File: src/rtl/core/mpw_pkg.sv
// Package for the medical pixel window to 8-bit core.
// Register indexes, the configuration bundle type and shared constants; no dependencies.
package mpw_pkg;

	localparam int FRAC_BITS_DEF = 16;
	localparam int CFG_IDX_W     = 3;
	localparam int CFG_DATA_W    = 32;

	localparam logic [CFG_IDX_W-1:0] REG_IS_SIGNED  = 3'd0;
	localparam logic [CFG_IDX_W-1:0] REG_HIGH_BIT   = 3'd1;
	localparam logic [CFG_IDX_W-1:0] REG_SLOPE      = 3'd2;
	localparam logic [CFG_IDX_W-1:0] REG_INTERCEPT  = 3'd3;
	localparam logic [CFG_IDX_W-1:0] REG_CENTER     = 3'd4;
	localparam logic [CFG_IDX_W-1:0] REG_WIDTH      = 3'd5;

	localparam logic [7:0] GRAY_MAX = 8'd255;

	typedef struct packed {
		logic               is_signed;
		logic [3:0]         high_bit;
		logic signed [31:0] slope;
		logic signed [31:0] intercept;
		logic signed [31:0] center;
		logic [31:0]        width;
	} cfg_t;

endpackage

File: src/rtl/core/mpw_fifo.sv
// Short register queue between the front and back parts.
// Depends on nothing.
module mpw_fifo #(
	parameter int W = 8,
	parameter int DEPTH = 4
) (
	input  logic         clk,
	input  logic         arst_n,
	input  logic         wr_en,
	input  logic [W-1:0] wr_data,
	output logic         full,
	input  logic         rd_en,
	output logic [W-1:0] rd_data,
	output logic         empty
);
	localparam int AW = (DEPTH > 1) ? $clog2(DEPTH) : 1;

	logic [W-1:0]  mem_q [DEPTH];
	logic [AW-1:0] wp_q, rp_q;
	logic [AW:0]   cnt_q;

	assign full    = (cnt_q == (AW+1)'(DEPTH));
	assign empty   = (cnt_q == '0);
	assign rd_data = mem_q[rp_q];

	always_ff @(posedge clk) begin
		if (wr_en && !full) begin
			mem_q[wp_q] <= wr_data;
		end
	end

	always_ff @(posedge clk or negedge arst_n) begin
		if (!arst_n) begin
			wp_q  <= '0;
			rp_q  <= '0;
			cnt_q <= '0;
		end else begin
			if (wr_en && !full) begin
				wp_q <= (wp_q == AW'(DEPTH-1)) ? '0 : wp_q + 1'b1;
			end
			if (rd_en && !empty) begin
				rp_q <= (rp_q == AW'(DEPTH-1)) ? '0 : rp_q + 1'b1;
			end
			cnt_q <= cnt_q + (AW+1)'(wr_en && !full) - (AW+1)'(rd_en && !empty);
		end
	end
endmodule

File: src/rtl/core/mpw_front.sv
// Front part: clip, rescale, range tracking and setup of the divide job.
// Depends on mpw_pkg.
module mpw_front import mpw_pkg::*; #(
	parameter int FRAC_BITS = FRAC_BITS_DEF,
	parameter int NW = 43,
	parameter int DW = 33
) (
	input  logic                clk,
	input  logic                arst_n,
	input  cfg_t                cfg,
	input  logic                push,
	output logic                full,
	input  logic [15:0]         pixel_word,
	input  logic                mode,
	input  logic                first_of_frame,
	output logic                job_valid,
	output logic [NW+DW:0]      job_data,
	input  logic                job_full
);
	localparam int VW = 16 + FRAC_BITS;
	localparam int PW = 49;

	logic        stall;
	logic        v_s1, v_s2, v_s3, v_s4;
	logic [15:0] w_s1;
	logic        m_s1, m_s2, m_s3, f_s1, f_s2, f_s3;
	logic signed [47:0] prod_s2;
	logic signed [15:0] val_s3;
	logic [NW+DW:0]     job_s4;
	logic signed [15:0] min_q, max_q;

	logic [15:0] keep, clip_w;
	logic signed [PW-1:0] p_sum, p_adj, p_shr;
	logic signed [15:0]   val_sat;
	logic signed [VW-1:0] vf;
	logic signed [NW-1:0] diff, n2;
	logic signed [16:0]   dv, span;
	logic [NW+DW:0]       job_c;

	assign stall     = v_s4 && job_full;
	assign full      = stall;
	assign job_valid = v_s4;
	assign job_data  = job_s4;

	// Mask above high bit, or copy the high bit upward when signed
	always_comb begin
		keep = 16'hFFFF >> (4'd15 - cfg.high_bit);
		if (cfg.is_signed && pixel_word[cfg.high_bit]) begin
			clip_w = pixel_word | ~keep;
		end else begin
			clip_w = pixel_word & keep;
		end
	end

	// Truncate toward zero, then saturate
	always_comb begin
		p_sum = PW'(prod_s2) + PW'(cfg.intercept);
		p_adj = p_sum[PW-1] ? p_sum + PW'((64'd1 << FRAC_BITS) - 64'd1) : p_sum;
		p_shr = p_adj >>> FRAC_BITS;
		if (p_shr > PW'(32767)) begin
			val_sat = 16'sh7FFF;
		end else if (p_shr < -PW'(32768)) begin
			val_sat = -16'sh8000;
		end else begin
			val_sat = p_shr[15:0];
		end
	end

	// Job layout: mul255 flag, denominator, numerator
	always_comb begin
		vf   = VW'(val_s3) <<< FRAC_BITS;
		diff = NW'(vf) - NW'(cfg.center);
		n2   = (diff <<< 1) + NW'({1'b0, cfg.width});
		dv   = 17'(val_s3) - 17'(min_q);
		span = 17'(max_q) - 17'(min_q);
		if (cfg.center != '0 || cfg.width != '0) begin
			if (cfg.width == '0) begin
				job_c = {1'b0, DW'(1), (diff >= 0) ? NW'(255) : NW'(0)};
			end else begin
				job_c = {1'b1, DW'({cfg.width, 1'b0}), n2};
			end
		end else if (span > 0) begin
			job_c = {1'b1, DW'(span[15:0]), NW'(dv)};
		end else begin
			job_c = {1'b0, DW'(1), NW'(dv)};
		end
	end

	always_ff @(posedge clk) begin
		if (!stall) begin
			w_s1    <= clip_w;
			m_s1    <= mode;
			f_s1    <= first_of_frame;
			prod_s2 <= 48'(signed'(w_s1)) * 48'(cfg.slope);
			m_s2    <= m_s1;
			f_s2    <= f_s1;
			val_s3  <= val_sat;
			m_s3    <= m_s2;
			f_s3    <= f_s2;
			job_s4  <= job_c;
		end
	end

	always_ff @(posedge clk or negedge arst_n) begin
		if (!arst_n) begin
			v_s1  <= 1'b0;
			v_s2  <= 1'b0;
			v_s3  <= 1'b0;
			v_s4  <= 1'b0;
			min_q <= '0;
			max_q <= '0;
		end else if (!stall) begin
			v_s1 <= push;
			v_s2 <= v_s1;
			v_s3 <= v_s2;
			v_s4 <= v_s3 && !m_s3;
			if (v_s3 && m_s3) begin
				if (f_s3 || val_s3 < min_q) begin
					min_q <= val_s3;
				end
				if (f_s3 || val_s3 > max_q) begin
					max_q <= val_s3;
				end
			end
		end
	end
endmodule

File: src/rtl/core/mpw_back.sv
// Back part: clamped divide to a gray level and the result register.
// Depends on mpw_pkg.
module mpw_back import mpw_pkg::*; #(
	parameter int NW = 43,
	parameter int DW = 33
) (
	input  logic           clk,
	input  logic           arst_n,
	input  logic           job_empty,
	input  logic [NW+DW:0] job_data,
	output logic           job_pop,
	input  logic           pop,
	output logic           empty,
	output logic [7:0]     gray_level
);
	localparam int RW = NW + 10;
	localparam logic [1:0] ST_IDLE = 2'd0;
	localparam logic [1:0] ST_CHK  = 2'd1;
	localparam logic [1:0] ST_DIV  = 2'd2;
	localparam logic [1:0] ST_DONE = 2'd3;

	logic [1:0]          st_q;
	logic signed [RW-1:0] rem_q, dsh_q, den_q, trial, n_in;
	logic [2:0]          k_q;
	logic [7:0]          g_q, out_q;
	logic                out_v_q;

	assign empty      = !out_v_q;
	assign gray_level = out_q;
	assign job_pop    = (st_q == ST_IDLE) && !job_empty;
	assign n_in       = RW'(signed'(job_data[NW-1:0]));
	assign trial      = rem_q - dsh_q;

	always_ff @(posedge clk) begin
		case (st_q)
			ST_IDLE: begin
				rem_q <= job_data[NW+DW] ? (n_in <<< 8) - n_in : n_in;
				den_q <= RW'(job_data[NW+DW-1:NW]);
			end
			ST_CHK: begin
				dsh_q <= den_q <<< 7;
				k_q   <= 3'd7;
				if (rem_q <= 0) begin
					g_q <= '0;
				end else if (rem_q >= (den_q <<< 8)) begin
					g_q <= GRAY_MAX;
				end else begin
					g_q <= '0;
				end
			end
			ST_DIV: begin
				if (trial >= 0) begin
					rem_q    <= trial;
					g_q[k_q] <= 1'b1;
				end
				dsh_q <= dsh_q >>> 1;
				k_q   <= k_q - 1'b1;
			end
			default: begin
				if (!out_v_q || pop) begin
					out_q <= g_q;
				end
			end
		endcase
	end

	always_ff @(posedge clk or negedge arst_n) begin
		if (!arst_n) begin
			st_q    <= ST_IDLE;
			out_v_q <= 1'b0;
		end else begin
			if (pop && out_v_q) begin
				out_v_q <= 1'b0;
			end
			case (st_q)
				ST_IDLE: begin
					if (!job_empty) begin
						st_q <= ST_CHK;
					end
				end
				ST_CHK: begin
					if (rem_q <= 0 || rem_q >= (den_q <<< 8)) begin
						st_q <= ST_DONE;
					end else begin
						st_q <= ST_DIV;
					end
				end
				ST_DIV: begin
					if (k_q == 3'd0) begin
						st_q <= ST_DONE;
					end
				end
				default: begin
					// hold until the result register frees up
					if (!out_v_q || pop) begin
						out_v_q <= 1'b1;
						st_q    <= ST_IDLE;
					end
				end
			endcase
		end
	end
endmodule

File: src/rtl/core/medical_pixel_window_to_8bit_core.sv
// Top level of the medical pixel window to 8-bit core.
// Depends on mpw_pkg, mpw_front, mpw_fifo and mpw_back.
//
// Pixels enter through a push/full queue port; map items (mode 0) give one gray level each
// through an empty/pop queue port, measure items (mode 1) only update the auto range. The
// front part takes one pixel per cycle, unless a full job queue stalls it, through a
// four-stage pipeline (clip, 16x32 rescale multiply, round and saturate, job setup).
// The back part runs a restoring divider that makes one quotient bit per cycle and takes
// a new job only when idle; a map item skips the divide when the scaled numerator is not
// positive or the quotient would exceed 255. Measure items stream at one per cycle unless
// the front stalls; a four-entry job queue lets it run ahead. The user must write
// configuration (cfg_we, cfg_idx, cfg_data) while idle; the block does not enforce it.
module medical_pixel_window_to_8bit_core import mpw_pkg::*; #(
	parameter int FRAC_BITS = FRAC_BITS_DEF
) (
	input  logic                  clk,
	input  logic                  arst_n,
	input  logic                  cfg_we,
	input  logic [CFG_IDX_W-1:0]  cfg_idx,
	input  logic [CFG_DATA_W-1:0] cfg_data,
	input  logic                  push,
	output logic                  full,
	input  logic [15:0]           pixel_word,
	input  logic                  mode,
	input  logic                  first_of_frame,
	output logic                  empty,
	input  logic                  pop,
	output logic [7:0]            gray_level
);
	localparam int VW = 16 + FRAC_BITS;
	localparam int NW = ((VW > 32) ? VW : 32) + 3;
	localparam int DW = 33;
	localparam int JW = NW + DW + 1;

	cfg_t          cfg_q;
	logic          job_valid, job_full, job_empty, job_pop;
	logic [JW-1:0] job_in, job_out;

	always_ff @(posedge clk or negedge arst_n) begin
		if (!arst_n) begin
			cfg_q.is_signed <= 1'b0;
			cfg_q.high_bit  <= 4'd15;
			cfg_q.slope     <= 32'sd1 <<< FRAC_BITS;
			cfg_q.intercept <= '0;
			cfg_q.center    <= '0;
			cfg_q.width     <= '0;
		end else if (cfg_we) begin
			case (cfg_idx)
				REG_IS_SIGNED: cfg_q.is_signed <= cfg_data[0];
				REG_HIGH_BIT:  cfg_q.high_bit  <= cfg_data[3:0];
				REG_SLOPE:     cfg_q.slope     <= cfg_data;
				REG_INTERCEPT: cfg_q.intercept <= cfg_data;
				REG_CENTER:    cfg_q.center    <= cfg_data;
				REG_WIDTH:     cfg_q.width     <= cfg_data;
				default: ;
			endcase
		end
	end

	mpw_front #(.FRAC_BITS(FRAC_BITS), .NW(NW), .DW(DW)) u_front (
		.clk(clk), .arst_n(arst_n), .cfg(cfg_q),
		.push(push), .full(full), .pixel_word(pixel_word), .mode(mode),
		.first_of_frame(first_of_frame),
		.job_valid(job_valid), .job_data(job_in), .job_full(job_full)
	);

	mpw_fifo #(.W(JW), .DEPTH(4)) u_fifo (
		.clk(clk), .arst_n(arst_n),
		.wr_en(job_valid), .wr_data(job_in), .full(job_full),
		.rd_en(job_pop), .rd_data(job_out), .empty(job_empty)
	);

	mpw_back #(.NW(NW), .DW(DW)) u_back (
		.clk(clk), .arst_n(arst_n),
		.job_empty(job_empty), .job_data(job_out), .job_pop(job_pop),
		.pop(pop), .empty(empty), .gray_level(gray_level)
	);
endmodule

File: config.mk
export PLATFORM = sky130hd
export DESIGN_NAME = medical_pixel_window_to_8bit_core
export DESIGN_NICKNAME = d
export VERILOG_FILES = /design/src/rtl/core/mpw_pkg.sv /design/src/rtl/core/mpw_fifo.sv /design/src/rtl/core/mpw_front.sv /design/src/rtl/core/mpw_back.sv /design/src/rtl/core/medical_pixel_window_to_8bit_core.sv
export SDC_FILE = /design/constraint.sdc
export NUM_CORES = 2
export LEC_CHECK = 0
export ABC_CLOCK_PERIOD_IN_PS = 7150
export BUFFER_PORTS_ARGS = -buffer_cell sky130_fd_sc_hd__buf_2
export CAP_MARGIN = 20
export CORE_UTILIZATION = 47
export CTS_CLUSTER_SIZE = 40
export DETAILED_ROUTE_END_ITERATION = 7
export GPL_TIMING_DRIVEN = 0
export PLACE_DENSITY_LB_ADDON = 0.12
export REMOVE_ABC_BUFFERS = 1
export SETUP_SLACK_MARGIN = 0.4
export SLEW_MARGIN = 5
export SYNTH_ARGS = -nofsm -noshare
export SYNTH_HDL_FRONTEND = slang
export SYNTH_SLANG_ARGS = --single-unit
File: constraint.sdc
create_clock -name clk -period 7.15 [get_ports clk]
set_input_delay 1.43 -clock clk [delete_from_list [all_inputs] [get_ports clk]]
set_output_delay 1.43 -clock clk [all_outputs]
set_load 0.005 [all_outputs]
==> results.ini <==
[routing]
vias_per_cell = 5.44
route.detailed.wl_per_inst_um = 20.2
post-route-drc-count = 0
drtPass1Iterations = 5
vias = 39600
drt_wl_total_um = 147000
drt_iter0_drc = 2341
final_antenna_net_count = 0

[final_layout]
syn_to_final_growth_pct = 13.2
mostFrequentLayoutCells = inv_1, edfxtp_1, nand2_1, fa_1, ha_1
final_nets = 6494
drive_above_1_share_pct = 14.4
final_common_cell = inv_1

[logic_synthesis]
postSynthCellCount = 5426
synthArstFlopShare_pct = 24.0
ys_seq_area_share_pct = 36.8
synth_edf_count = 568
synth_seq_cells = 747
yosysTopAreaCell = edfxtp_1
synth_flop_cell = edfxtp_1
synth_area_um2 = 58500
synth_area_per_cell_um2 = 10.8
yosysWarnings = 0
synth_top_area_share_pct = 29.1
yosysUniqueCellTypes = 101
synth.area.top_cells = edfxtp_1, fa_1, ha_1

[worst_setup_path]
crit_arrival_ns = 7.68
crit_path_max_fanout = 3
startpoint_type = flop
worstPathRequired_ns = 7.59
crit_type = reg -> reg
r2r_setup_slack_ns = -0.08
worst-r2r-cell-count = 27
r2r-end = u_front.prod_s2[46]
r2r-start = u_front.w_s1[15]
crit_path_end_kind = flop
critPathLaunch = u_front.w_s1[15]

[placed_design]
gp_congestion = 0.889
dp_slack_ns = -1.96
dpl.hpwl_um = 109000
portBuffers = 67

[grt]
grt_max_degree = 94
grt-ovfl-total = 0
use_met1_pct = 31.1
grt.total_usage_pct = 23.9
grt-busiest-layer = met2
grt_pass1_wl_um = 235000
use_met3_pct = 3.09
grt_use_met2_pct = 41.0
grt_pass1_vias = 41600
antenna_found_initial = 1

[floorplan]
std_cell_rows = 129
dieArea_um2 = 126000
die_y_um = 355
initial_core_util_pct = 47.4
io_pins = 68
coreArea_um2 = 124000
fp.dieW_um = 355

[min_path]
hold_end = u_front.m_s2
min_delay_path_depth = 0
hp-class = reg -> reg
hp-start = u_front.m_s1

[sta]
grt_setup_unrepaired = true
hold_ws_ns = 0.419
fin_ws_ns = -0.0825
drv_slew = 0
period_needed_ns = 7.23
period_share_pct = 101
finalHoldViolations = 0
finClkSkew_ns = 0.0457
setup_viol = 2
max_freq_mhz = 138
max_slew_margin_pct = 19.7
worstMarginPinSlew_ns = 1.19

[clock_tree]
insertion_delay_ns = 0.70
cts_buffers = 85
cts_max_level = 3
clk_path_buf_depth = 3
clkTransAtPathRegs_ns = 0.06
cts_tree = yes
ctsRootBufferMaster = clkbuf_16
holdBufCountCts = 0
cts_sinks = 747

[outcome]
status = finished, violations left
violations = setup timing

[run]
drv_cap = 0

[through the flow]
stage | TNS (ns) | std cells | cell area, um^2 | utilization (%)
2_1_floorplan | -0.632 | 5222 | 57700 | -
4_1_cts | -0.0895 | 7266 | 66100 | 53.4
3_5_place_dp | -24.68 | 6968 | 61200 | 49.5
3_3_place_gp | -467.30 | 6926 | 60100 | 48.6
6_report | -0.137 | 7277 | 66200 | 53.6
5_1_grt | -1.47 | 7274 | 66200 | 53.6
[worst max-delay path by stage]
stage / depth (start not counted) / to
global route: 28 / u_front.prod_s2[46]
detailed placement: 25 / u_front.prod_s2[46]
finish: 27 / u_front.prod_s2[46]
global placement: 5 / u_front.max_q[2]
floorplan: 27 / u_front.prod_s2[46]
CTS: 26 / u_front.prod_s2[46]
[area by class of cell]
type | count | area, um^2
inverters | 729 | 2740
clock buffers | 113 | 2350
clock inverters | 47 | 647
diodes | 3 | 7.51
repair buffers | 254 | 2840
well taps | 1637 | 2050
fillers | 10900 | 57400
flip-flops and latches | 747 | 21600
multi-input cells | 3746 | 34000
repair inverters | 1 | 7.51
[synth_stat cells, drive strengths merged (9+ instances only)]
cell type,instances
inv,729
edfxtp,568
nand2,563
fa,492
ha,380
o21ai,277
a21oi,253
nor2,241
and2,183
dfrtp,174
mux2,169
clkbuf,160
xnor2,151
a21o,129
xor2,89
mux4,73
nor3,69
nand3,56
nor2b,55
nand2b,53
buf,44
nand4,43
a211oi,42
nor4,39
o21a,33
o21bai,31
and3,26
or3,25
a31oi,22
o211ai,20
a21boi,19
o31ai,19
mux2i,17
a211o,13
nor3b,13
and4,10
or2,10
a22oi,9
or4,9
[sequential cells by signal, summed over array words and instances, names as in the netlist, 2 cells and up]
name / flops
u_fifo.rp_q: 2
u_fifo.wp_q: 2
u_front.job_data: 69
u_front.w_s1: 16
u_front.prod_s2: 48
u_front.min_q: 16
u_back.rem_q: 45
u_back.k_q: 3
u_fifo.mem_q: 276
u_fifo.cnt_q: 3
u_back.gray_level: 8
u_back.st_q: 2
u_back.dsh_q: 40
u_front.val_s3: 16
u_front.max_q: 16
cfg_q: 133
u_back.g_q: 8
u_back.den_q: 33
[metal layers]
layer	wire length, um	vias up
met5	0	-
li1	-	18900
met3	5150	241
met2	72100	736
met1	64500	19700
met4	5490	0
[critical path, cell delays in order (launching register included)]
cell and delay, ns:
edfxtp_1 0.42, buf_4 0.14, buf_4 0.12, nand2b_1 0.08, fa_1 0.57, fa_1 0.46, fa_1 0.56, inv_1 0.06
fa_1 0.52, inv_1 0.05, fa_1 0.48, fa_1 0.49, inv_1 0.06, ha_4 0.22, nand2_4 0.07, nand2b_4 0.06
or4b_4 0.49, a21oi_4 0.20, o311ai_4 0.14, o21ai_2 0.19, a211oi_2 0.12, or4_4 0.47, a31oi_4 0.20, o31ai_2 0.08
nor2_1 0.15, nor2_1 0.09, a221o_1 0.36, xor2_1 0.14
[cell families after synthesis]
family | share of synthesized area [%]
mux | 6.35
compound gates | 10.5
buf+inv | 6.06
xor+xnor | 3.59
flops | 36.8
simple gates | 11.8
fa+ha+maj | 24.9
[what timing repair did]
action / in CTS / in global routing
pin swaps: 52 / 14
gates resized for setup: 121 / 34
setup endpoints to repair: 28 / 15
cloned: 11 / 0
setup buffers: 127 / 8
Power is left out: the tool's default activity adds up to more than one toggle a clock period on the data nets, which glitch-free logic cannot reach.
